File: src/rtl/sscc_pkg.sv
`timescale 1ns / 1ps
`default_nettype none

package sscc_pkg;

    // field and register widths
    localparam int unsigned ACTION_W        = 2;
    localparam int unsigned COIL_W          = 4;
    localparam int unsigned MODE_W          = 2;
    localparam int unsigned PHASE_W         = 3;
    localparam int unsigned STEP_INTERVAL_W = 20;
    localparam int unsigned BLINK_PERIOD_W  = 20;
    localparam int unsigned END_WAIT_W      = 24;
    localparam int unsigned CFG_IDX_W       = 2;
    localparam int unsigned CFG_DATA_W      = 24;

    // parameter defaults
    localparam int unsigned STEP_COUNT_BITS_DEF = 16;
    localparam int unsigned TIMER_BITS_DEF      = 24;

    // register reset values
    localparam logic [STEP_INTERVAL_W-1:0] STEP_INTERVAL_RST = STEP_INTERVAL_W'(2000);
    localparam logic [BLINK_PERIOD_W-1:0]  BLINK_PERIOD_RST  = BLINK_PERIOD_W'(250000);
    localparam logic [END_WAIT_W-1:0]      END_WAIT_RST      = END_WAIT_W'(3000000);

    // button actions
    typedef enum logic [ACTION_W-1:0] {
        ACT_NONE  = 2'd0,
        ACT_PRESS = 2'd1,
        ACT_LONG  = 2'd2
    } t_action;

    // controller modes
    typedef enum logic [MODE_W-1:0] {
        MODE_IDLE  = 2'd0,
        MODE_ARMED = 2'd1,
        MODE_CALIB = 2'd2,
        MODE_RUN   = 2'd3
    } t_mode;

    // configuration register indexes
    typedef enum logic [CFG_IDX_W-1:0] {
        CFG_STEP_INTERVAL = 2'd0,
        CFG_BLINK_PERIOD  = 2'd1,
        CFG_END_WAIT      = 2'd2
    } t_cfg_idx;

    // timer clear requests from the controller
    typedef struct packed {
        logic step;
        logic blink;
        logic wait_end;
    } t_tmr_clr;

    // half-step coil pattern for each phase
    function automatic logic [COIL_W-1:0] half_step_pattern(input logic [PHASE_W-1:0] phase);
        logic [COIL_W-1:0] pat;
        unique case (phase)
            3'd0: pat = 4'h1;
            3'd1: pat = 4'h3;
            3'd2: pat = 4'h2;
            3'd3: pat = 4'h6;
            3'd4: pat = 4'h4;
            3'd5: pat = 4'hC;
            3'd6: pat = 4'h8;
            default: pat = 4'h9;
        endcase
        return pat;
    endfunction

endpackage

`default_nettype wire

File: src/rtl/sscc_in_if.sv
`timescale 1ns / 1ps
`default_nettype none

interface sscc_in_if;
    import sscc_pkg::*;

    logic                valid;
    logic                ready;
    logic [ACTION_W-1:0] button_action;

    modport source (output valid, output button_action, input ready);
    modport sink   (input valid, input button_action, output ready);
endinterface

`default_nettype wire

File: src/rtl/sscc_out_if.sv
`timescale 1ns / 1ps
`default_nettype none

interface sscc_out_if;
    import sscc_pkg::*;

    logic              valid;
    logic              ready;
    logic [COIL_W-1:0] coil_drive;
    logic              status_led;
    logic [MODE_W-1:0] ctrl_mode;
    logic              stepped;

    modport source (output valid, output coil_drive, output status_led,
                    output ctrl_mode, output stepped, input ready);
    modport sink   (input valid, input coil_drive, input status_led,
                    input ctrl_mode, input stepped, output ready);
endinterface

`default_nettype wire

File: src/rtl/sscc_timer.sv
`timescale 1ns / 1ps
`default_nettype none

module sscc_timer #(
    parameter int unsigned TIMER_BITS = sscc_pkg::TIMER_BITS_DEF
) (
    input  wire logic                  i_clk,
    input  wire logic                  i_rst_n,
    input  wire logic                  i_tick,
    input  wire logic                  i_clear,
    output logic      [TIMER_BITS-1:0] o_elapsed
);
    logic [TIMER_BITS-1:0] r_count;
    logic [TIMER_BITS-1:0] n_count;

    // saturating increment, seen by the controller on this tick
    always_comb begin
        o_elapsed = (r_count == {TIMER_BITS{1'b1}}) ? r_count : r_count + 1'b1;
        n_count   = i_clear ? '0 : o_elapsed;
    end

    always_ff @(posedge i_clk) begin
        if (!i_rst_n) begin
            r_count <= '0;
        end else if (i_tick) begin
            r_count <= n_count;
        end
    end
endmodule

`default_nettype wire

File: src/rtl/sscc_ctrl.sv
`timescale 1ns / 1ps
`default_nettype none

module sscc_ctrl #(
    parameter int unsigned STEP_COUNT_BITS = sscc_pkg::STEP_COUNT_BITS_DEF,
    parameter int unsigned TIMER_BITS      = sscc_pkg::TIMER_BITS_DEF
) (
    input  wire logic                                 i_clk,
    input  wire logic                                 i_rst_n,
    input  wire logic                                 i_tick,
    input  wire logic [sscc_pkg::ACTION_W-1:0]        i_action,
    input  wire logic [sscc_pkg::STEP_INTERVAL_W-1:0] i_step_interval,
    input  wire logic [sscc_pkg::BLINK_PERIOD_W-1:0]  i_blink_period,
    input  wire logic [sscc_pkg::END_WAIT_W-1:0]      i_end_wait,
    input  wire logic [TIMER_BITS-1:0]                i_step_elapsed,
    input  wire logic [TIMER_BITS-1:0]                i_blink_elapsed,
    input  wire logic [TIMER_BITS-1:0]                i_wait_elapsed,
    output sscc_pkg::t_tmr_clr                        o_clr,
    output logic      [sscc_pkg::COIL_W-1:0]          o_coil_drive,
    output logic                                      o_status_led,
    output logic      [sscc_pkg::MODE_W-1:0]          o_ctrl_mode,
    output logic                                      o_stepped
);
    import sscc_pkg::*;

    // compare width covers both the timers and the widest register
    localparam int unsigned CMP_W = (TIMER_BITS > END_WAIT_W) ? TIMER_BITS : END_WAIT_W;

    t_mode                      r_state,   n_state;
    logic [PHASE_W-1:0]         r_phase,   n_phase;
    logic [COIL_W-1:0]          r_coil,    n_coil;
    logic [STEP_COUNT_BITS-1:0] r_span,    n_span;
    logic [STEP_COUNT_BITS-1:0] r_left,    n_left;
    logic                       r_heading, n_heading;
    logic                       r_waiting, n_waiting;
    logic                       r_led,     n_led;
    logic                       r_blink,   n_blink;

    logic   press;
    logic   step_due;
    logic   blink_due;
    logic   wait_due;
    logic   stepped;
    t_mode  mode_now;

    // event detection on the incremented timers
    always_comb begin
        press     = (i_action == ACT_PRESS);
        mode_now  = (i_action == ACT_LONG) ? MODE_ARMED : r_state;
        step_due  = CMP_W'(i_step_elapsed)  > CMP_W'(i_step_interval);
        blink_due = CMP_W'(i_blink_elapsed) > CMP_W'(i_blink_period);
        wait_due  = CMP_W'(i_wait_elapsed)  > CMP_W'(i_end_wait);
    end

    // next state and datapath
    always_comb begin
        n_state   = mode_now;
        n_phase   = r_phase;
        n_coil    = r_coil;
        n_span    = r_span;
        n_left    = r_left;
        n_heading = r_heading;
        n_waiting = r_waiting;
        n_led     = r_led;
        n_blink   = r_blink;
        o_clr     = '0;
        stepped   = 1'b0;
        unique case (mode_now)
            MODE_IDLE: begin
                if (press && (r_span != '0)) begin
                    n_led     = 1'b0;
                    n_waiting = 1'b0;
                    n_state   = MODE_RUN;
                end
            end
            MODE_ARMED: begin
                n_led = 1'b1;
                if (press) begin
                    n_span  = '0;
                    n_left  = '0;
                    n_state = MODE_CALIB;
                end
            end
            MODE_CALIB: begin
                if (blink_due) begin
                    n_blink     = ~r_blink;
                    n_led       = ~r_blink;
                    o_clr.blink = 1'b1;
                end
                // calibration always walks backward
                if (step_due) begin
                    n_coil     = half_step_pattern(r_phase);
                    n_phase    = r_phase - 1'b1;
                    o_clr.step = 1'b1;
                    stepped    = 1'b1;
                    n_span     = (r_span == {STEP_COUNT_BITS{1'b1}}) ? r_span : r_span + 1'b1;
                end
                if (press) begin
                    n_left    = n_span;
                    n_heading = 1'b1;
                    n_waiting = 1'b0;
                    n_led     = 1'b0;
                    n_state   = MODE_RUN;
                end
            end
            MODE_RUN: begin
                if (!r_waiting) begin
                    if (step_due) begin
                        n_coil     = half_step_pattern(r_phase);
                        n_phase    = r_heading ? r_phase + 1'b1 : r_phase - 1'b1;
                        o_clr.step = 1'b1;
                        stepped    = 1'b1;
                        if (r_left != '0) begin
                            n_left = r_left - 1'b1;
                        end
                    end
                end else if (wait_due) begin
                    n_waiting = 1'b0;
                end
                // end of travel: reload, turn round and wait
                if (n_left == '0) begin
                    n_left         = r_span;
                    n_heading      = ~r_heading;
                    n_waiting      = 1'b1;
                    o_clr.wait_end = 1'b1;
                end
                if (press) begin
                    n_state = MODE_IDLE;
                    n_coil  = '0;
                end
            end
            default: begin
                n_state = mode_now;
            end
        endcase
    end

    // result word for this tick
    always_comb begin
        o_coil_drive = n_coil;
        o_status_led = n_led;
        o_ctrl_mode  = n_state;
        o_stepped    = stepped;
    end

    always_ff @(posedge i_clk) begin
        if (!i_rst_n) begin
            r_state   <= MODE_IDLE;
            r_phase   <= '0;
            r_coil    <= '0;
            r_span    <= '0;
            r_left    <= '0;
            r_heading <= 1'b0;
            r_waiting <= 1'b0;
            r_led     <= 1'b0;
            r_blink   <= 1'b0;
        end else if (i_tick) begin
            r_state   <= n_state;
            r_phase   <= n_phase;
            r_coil    <= n_coil;
            r_span    <= n_span;
            r_left    <= n_left;
            r_heading <= n_heading;
            r_waiting <= n_waiting;
            r_led     <= n_led;
            r_blink   <= n_blink;
        end
    end
endmodule

`default_nettype wire

File: src/rtl/stepper_shuttle_calibrating_controller_unit.sv
// pipeline: an accepted input word passes the input register, then the result register
// throughput: one word per cycle unless the output stalls; next state is combinational from the state
// registers; a stalled output holds the result register and stalls the input register behind it
// reset: synchronous, active low; mode idle, coils off, led off, timers and counts zero,
// registers back to their default values
`timescale 1ns / 1ps
`default_nettype none

module stepper_shuttle_calibrating_controller_unit #(
    parameter int unsigned STEP_COUNT_BITS = sscc_pkg::STEP_COUNT_BITS_DEF,
    parameter int unsigned TIMER_BITS      = sscc_pkg::TIMER_BITS_DEF
) (
    input  wire logic                            i_clk,
    input  wire logic                            i_rst_n,
    input  wire logic                            i_cfg_we,
    input  wire logic [sscc_pkg::CFG_IDX_W-1:0]  i_cfg_idx,
    input  wire logic [sscc_pkg::CFG_DATA_W-1:0] i_cfg_data,
    sscc_in_if.sink                              i_in,
    sscc_out_if.source                           o_out
);
    import sscc_pkg::*;

    logic [STEP_INTERVAL_W-1:0] r_step_interval;
    logic [BLINK_PERIOD_W-1:0]  r_blink_period;
    logic [END_WAIT_W-1:0]      r_end_wait;

    logic                r_in_valid;
    logic [ACTION_W-1:0] r_in_action;

    logic              r_out_valid;
    logic [COIL_W-1:0] r_coil_drive;
    logic              r_status_led;
    logic [MODE_W-1:0] r_ctrl_mode;
    logic              r_stepped;

    logic              tick;
    t_tmr_clr          clr;
    logic [TIMER_BITS-1:0] step_elapsed;
    logic [TIMER_BITS-1:0] blink_elapsed;
    logic [TIMER_BITS-1:0] wait_elapsed;
    logic [COIL_W-1:0] coil_drive;
    logic              status_led;
    logic [MODE_W-1:0] ctrl_mode;
    logic              stepped;

    // configuration registers
    always_ff @(posedge i_clk) begin
        if (!i_rst_n) begin
            r_step_interval <= STEP_INTERVAL_RST;
            r_blink_period  <= BLINK_PERIOD_RST;
            r_end_wait      <= END_WAIT_RST;
        end else if (i_cfg_we) begin
            unique case (t_cfg_idx'(i_cfg_idx))
                CFG_STEP_INTERVAL: r_step_interval <= i_cfg_data[STEP_INTERVAL_W-1:0];
                CFG_BLINK_PERIOD:  r_blink_period  <= i_cfg_data[BLINK_PERIOD_W-1:0];
                CFG_END_WAIT:      r_end_wait      <= i_cfg_data[END_WAIT_W-1:0];
                default: begin
                end
            endcase
        end
    end

    // pipeline control: a word moves on when the result register frees up
    assign tick       = r_in_valid && (!r_out_valid || o_out.ready);
    assign i_in.ready = !r_in_valid || tick;

    // input register
    always_ff @(posedge i_clk) begin
        if (!i_rst_n) begin
            r_in_valid <= 1'b0;
        end else if (i_in.ready) begin
            r_in_valid <= i_in.valid;
        end
    end

    always_ff @(posedge i_clk) begin
        if (i_in.ready && i_in.valid) begin
            r_in_action <= i_in.button_action;
        end
    end

    // elapsed tick timers
    sscc_timer #(.TIMER_BITS(TIMER_BITS)) u_step_tmr (
        .i_clk     (i_clk),
        .i_rst_n   (i_rst_n),
        .i_tick    (tick),
        .i_clear   (clr.step),
        .o_elapsed (step_elapsed)
    );

    sscc_timer #(.TIMER_BITS(TIMER_BITS)) u_blink_tmr (
        .i_clk     (i_clk),
        .i_rst_n   (i_rst_n),
        .i_tick    (tick),
        .i_clear   (clr.blink),
        .o_elapsed (blink_elapsed)
    );

    sscc_timer #(.TIMER_BITS(TIMER_BITS)) u_wait_tmr (
        .i_clk     (i_clk),
        .i_rst_n   (i_rst_n),
        .i_tick    (tick),
        .i_clear   (clr.wait_end),
        .o_elapsed (wait_elapsed)
    );

    // mode controller
    sscc_ctrl #(
        .STEP_COUNT_BITS (STEP_COUNT_BITS),
        .TIMER_BITS      (TIMER_BITS)
    ) u_ctrl (
        .i_clk           (i_clk),
        .i_rst_n         (i_rst_n),
        .i_tick          (tick),
        .i_action        (r_in_action),
        .i_step_interval (r_step_interval),
        .i_blink_period  (r_blink_period),
        .i_end_wait      (r_end_wait),
        .i_step_elapsed  (step_elapsed),
        .i_blink_elapsed (blink_elapsed),
        .i_wait_elapsed  (wait_elapsed),
        .o_clr           (clr),
        .o_coil_drive    (coil_drive),
        .o_status_led    (status_led),
        .o_ctrl_mode     (ctrl_mode),
        .o_stepped       (stepped)
    );

    // result register
    always_ff @(posedge i_clk) begin
        if (!i_rst_n) begin
            r_out_valid <= 1'b0;
        end else if (tick) begin
            r_out_valid <= 1'b1;
        end else if (o_out.ready) begin
            r_out_valid <= 1'b0;
        end
    end

    always_ff @(posedge i_clk) begin
        if (tick) begin
            r_coil_drive <= coil_drive;
            r_status_led <= status_led;
            r_ctrl_mode  <= ctrl_mode;
            r_stepped    <= stepped;
        end
    end

    assign o_out.valid      = r_out_valid;
    assign o_out.coil_drive = r_coil_drive;
    assign o_out.status_led = r_status_led;
    assign o_out.ctrl_mode  = r_ctrl_mode;
    assign o_out.stepped    = r_stepped;
endmodule

`default_nettype wire

File: src/flat_wrapper.sv
// flat-port wrapper written by rule: the top's interface ports become plain ports
module stepper_shuttle_calibrating_controller_unit_flat import sscc_pkg::*;
#(
    parameter int unsigned STEP_COUNT_BITS = sscc_pkg::STEP_COUNT_BITS_DEF,
    parameter int unsigned TIMER_BITS      = sscc_pkg::TIMER_BITS_DEF
)
  (i_clk, i_rst_n, i_cfg_we, i_cfg_idx, i_cfg_data, i_in_valid, i_in_button_action, i_in_ready, o_out_valid, o_out_coil_drive, o_out_status_led, o_out_ctrl_mode, o_out_stepped, o_out_ready);
  sscc_in_if i_in_i ();
  sscc_out_if o_out_i ();
  input  wire logic i_clk;
  input  wire logic i_rst_n;
  input  wire logic i_cfg_we;
  input  wire logic [sscc_pkg::CFG_IDX_W-1:0] i_cfg_idx;
  input  wire logic [sscc_pkg::CFG_DATA_W-1:0] i_cfg_data;
  input wire logic [$bits(i_in_i.valid)-1:0] i_in_valid;
  input wire logic [$bits(i_in_i.button_action)-1:0] i_in_button_action;
  output wire logic [$bits(i_in_i.ready)-1:0] i_in_ready;
  output wire logic [$bits(o_out_i.valid)-1:0] o_out_valid;
  output wire logic [$bits(o_out_i.coil_drive)-1:0] o_out_coil_drive;
  output wire logic [$bits(o_out_i.status_led)-1:0] o_out_status_led;
  output wire logic [$bits(o_out_i.ctrl_mode)-1:0] o_out_ctrl_mode;
  output wire logic [$bits(o_out_i.stepped)-1:0] o_out_stepped;
  input wire logic [$bits(o_out_i.ready)-1:0] o_out_ready;
  assign i_in_i.valid = i_in_valid;
  assign i_in_i.button_action = i_in_button_action;
  assign i_in_ready = i_in_i.ready;
  assign o_out_valid = o_out_i.valid;
  assign o_out_coil_drive = o_out_i.coil_drive;
  assign o_out_status_led = o_out_i.status_led;
  assign o_out_ctrl_mode = o_out_i.ctrl_mode;
  assign o_out_stepped = o_out_i.stepped;
  assign o_out_i.ready = o_out_ready;
  stepper_shuttle_calibrating_controller_unit #(.STEP_COUNT_BITS(STEP_COUNT_BITS), .TIMER_BITS(TIMER_BITS)) u_core (.i_clk(i_clk), .i_rst_n(i_rst_n), .i_cfg_we(i_cfg_we), .i_cfg_idx(i_cfg_idx), .i_cfg_data(i_cfg_data), .i_in(i_in_i), .o_out(o_out_i));
endmodule
File: config.mk
export PLATFORM = sky130hd
export DESIGN_NAME = stepper_shuttle_calibrating_controller_unit_flat
export DESIGN_NICKNAME = d
export VERILOG_FILES = /design/src/rtl/sscc_pkg.sv /design/src/rtl/sscc_in_if.sv /design/src/rtl/sscc_out_if.sv /design/src/rtl/sscc_timer.sv /design/src/rtl/sscc_ctrl.sv /design/src/rtl/stepper_shuttle_calibrating_controller_unit.sv /design/src/flat_wrapper.sv
export SDC_FILE = /design/constraint.sdc
export NUM_CORES = 1
export LEC_CHECK = 0
export ABC_AREA = 1
export BUFFER_PORTS_ARGS = -buffer_cell sky130_fd_sc_hd__buf_2
export CAP_MARGIN = 20
export CORE_UTILIZATION = 46
export DETAILED_ROUTE_END_ITERATION = 6
export PLACE_DENSITY = 0.64
export REMOVE_ABC_BUFFERS = 1
export SETUP_SLACK_MARGIN = 0.05
export SYNTH_ARGS = -nofsm -noshare
export SYNTH_HDL_FRONTEND = slang
export SYNTH_SLANG_ARGS = --single-unit
File: constraint.sdc
create_clock -name i_clk -period 10.3 [get_ports i_clk]
set_clock_uncertainty 0.2 [all_clocks]
set_input_delay 1.545 -clock i_clk [delete_from_list [all_inputs] [get_ports i_clk]]
set_output_delay 1.545 -clock i_clk [all_outputs]
set_load 0.03 [all_outputs]
==> flow_metrics.tcl <==
set metrics [dict create \
    hold_buffers 0 \
    port_buffers 42 \
    drv_slew 0 \
    min_period_ps 5650 \
    grt_max_degree 100 \
    gr-total-overflow 0 \
    first_iter_violations 821 \
    cp-start-kind "register" \
    setup_tns_ps 0 \
    critPathSlowestCell "nand3_4" \
    cts_buffer_depth 2 \
    cpMostUsedCell "nand2_1" \
    syn_area_um2 12190 \
    cts_resized 0 \
    power.density_nw_per_um2 120.5 \
    crit_fanout 42 \
    fp.dieArea_um2 27160 \
    dr.pass1.iters 6 \
    hp-class "reg2reg" \
    design_area_um2 13180 \
    synth_top_area_cell "dfxtp_1" \
    max_cap_viol_count 0 \
    path_class "reg2reg" \
    post_cts_buffers 0 \
    antenna_left 0 \
    status "finished clean" \
    syn_area_per_cell_um2 6.781 \
    critical-path-top-delay-family "simple AND/OR/NAND/NOR gates" \
    cts.clk_slew.worst_paths_ps 80 \
    htreeDepth 4 \
    row_count 59 \
    yosysTopAreaCellShare 0.3005 \
    initial_core_util 0.4679 \
    required_ps 10420 \
    synth_seq_cells 193 \
    cp.buffers_inverters 1 \
    layout_commonest_cell "nand2_1" \
    num_vias 11470 \
    crit_path_end_kind "register" \
    cts.sinks 193 \
    drt-total-wl_um 31410 \
    gp_congestion 0.8957 \
    grt_pass1_vias 10280 \
    grt_first_pass_wirelength_um 51790 \
    slew_headroom 0.3561 \
    ys_dominant_reg_cell "dfxtp_1" \
    startpoint "u_core.u_step_tmr.r_count[0]$_SDFFE_PN0P_" \
    place_hpwl_um 23430 \
    die_x_um 164.8 \
    setup_violations 0 \
    async_flop_share 0 \
    tritoncts "done" \
    hp-start "u_core.r_blink_period[1]$_SDFFE_PN0P_" \
    drc 0 \
    avgViaCountPerCell 5.327 \
    fp.coreArea_um2 26060 \
    synth_edf_count 10 \
    drive_above_1_share 0.08086 \
    cp.arrival_ps 5770 \
    holdWs_ps 265.0 \
    groute.usage.overall 0.2377 \
    avgRoutedWirePerCell_um 14.59 \
    n_antenna_cell 0 \
    die-height_um 164.8 \
    antenna_found_initial 0 \
    synth-seq-area-share 0.3251 \
    area_growth_pct 8.128 \
    cts_root_buffer "clkbuf_16" \
    peakVddDrop_mv 0.09832 \
    rsz0062_at_grt "false" \
    worst_slew_pin_slew_ps 965.9 \
    clk_latency_ps 440 \
    total_power_w 0.001589 \
    cts_made_buffers 17 \
    nets 1915 \
    yosys-top-cells-area "dfxtp_1 (30%), nand2_1 (14%), a21oi_1 (8.0%), ha_1 (7.9%), inv_1 (6.6%)" \
    layout_common_cells "nand2_1 (452), inv_1 (213), a21oi_1 (194)" \
    synth.distinct_cells 52 \
    final_hold_viol_count 0 \
    p_leak_nw 5.642 \
    io_pins 43 \
    placed_area_um2 12570 \
    fmax_mhz 177.0 \
    netlist_instances 1798 \
    cp_slowest_stage_delay_ps 450 \
    period_share 0.5486 \
    yosys_warnings 0 \
    reg2reg_from "u_core.u_step_tmr.r_count[0]$_SDFFE_PN0P_" \
]
-- metal layers --
layer  routed length [um]  global-route usage
met4                  368             0.05630
met2                14240              0.3829
met1                15480              0.3368
met3                 1317             0.02712
met5                    0                   0
-- cells in the mapped netlist, types with 2 or more instances --
master,count
edfxtp_1,10
nor2_2,10
nand2_2,18
nand4_1,41
a21oi_2,9
nor3_2,2
o21a_1,2
nand2_1,453
nor3_1,29
xor2_1,35
a21oi_1,194
a211oi_1,4
mux2i_1,2
nor4_1,15
o221ai_1,4
nor2_4,7
inv_2,6
o21bai_1,3
nand3_2,6
clkbuf_1,49
inv_1,213
nor2_1,133
nand3_1,108
nand3b_1,3
o211ai_1,27
a31oi_1,3
ha_1,77
buf_6,7
o31ai_1,2
buf_2,5
o21ai_1,2
xnor2_1,23
dfxtp_1,183
o21ai_0,95
-- through the flow --
| stage | std cells | worst slack, ps | util |
|---|---|---|---|
| after floorplan | 1734 | 5167 | - |
| after global placement | 2119 | 4826 | 0.4822 |
| after detailed placement | 2119 | 4656 | 0.4822 |
| after CTS | 2151 | 4648 | 0.5045 |
| after global routing | 2153 | 4120 | 0.5059 |
| final | 2153 | 4650 | 0.5059 |
-- path summary, 6_finish.rpt --
kind / endpoint / slack (ps) / cells after the start
max: u_core.u_wait_tmr.r_count[23]$_SDFFE_PN0P_ / 4650 / 33
min: u_core.r_blink_period[1]$_SDFFE_PN0P_ / 260 / 2
max reg2reg: u_core.u_wait_tmr.r_count[23]$_SDFFE_PN0P_ / 4650 / 33
min reg2reg: u_core.r_blink_period[1]$_SDFFE_PN0P_ / 260 / 2
-- cells by family after synthesis --
| group | after synthesis | synth area share |
|---|---|---|
| DFF | 193 | 0.3251 |
| and+or+nand+nor | 831 | 0.2994 |
| buffers and inverters | 284 | 0.09390 |
| AOI/OAI and AO/OA | 352 | 0.1584 |
| muxes | 3 | 0.002566 |
| xor gates and xnor gates | 58 | 0.04167 |
| adders and majority gates | 77 | 0.07902 |
-- final cells by class --
| type | instances | area [um2] |
|---|---|---|
| Inverter | 220 | 827.0 |
| Clock inverter | 13 | 148.9 |
| Tap cell | 335 | 419.2 |
| Fill cell | 2647 | 12880 |
| Clock buffer | 19 | 432.9 |
| Multi-Input combinational cell | 1321 | 7086 |
| Sequential cell | 193 | 3964 |
| Timing Repair Buffer | 52 | 305.3 |
-- worst reg2reg max path, delay by kind of cell (launching register included) --
family / cells / cell delay [ps]
simple gates: 28 / 4180
fa+ha+maj: 2 / 560
flops: 1 / 370
xor+xnor: 1 / 100
compound gates: 1 / 70
buf+inv: 1 / 50
-- sequential cells by signal, summed over array words and instances (netlist names), 16 cells and up --
signal and count:
u_core.u_blink_tmr.r_count 24, u_core.r_step_interval 20, u_core.u_step_tmr.r_count 24, u_core.u_ctrl.r_left 16
u_core.u_wait_tmr.r_count 24, u_core.r_blink_period 20, u_core.r_end_wait 24, u_core.u_ctrl.r_span 16
-- report_power, final --
part,switching [W],leakage (nW),internal (W)
registers,0.0000123,1.58,0.000774
clock network,0.000318,0.280,0.000344
logic,0.0000971,3.78,0.0000425
Power figures use the tool's default switching activity.
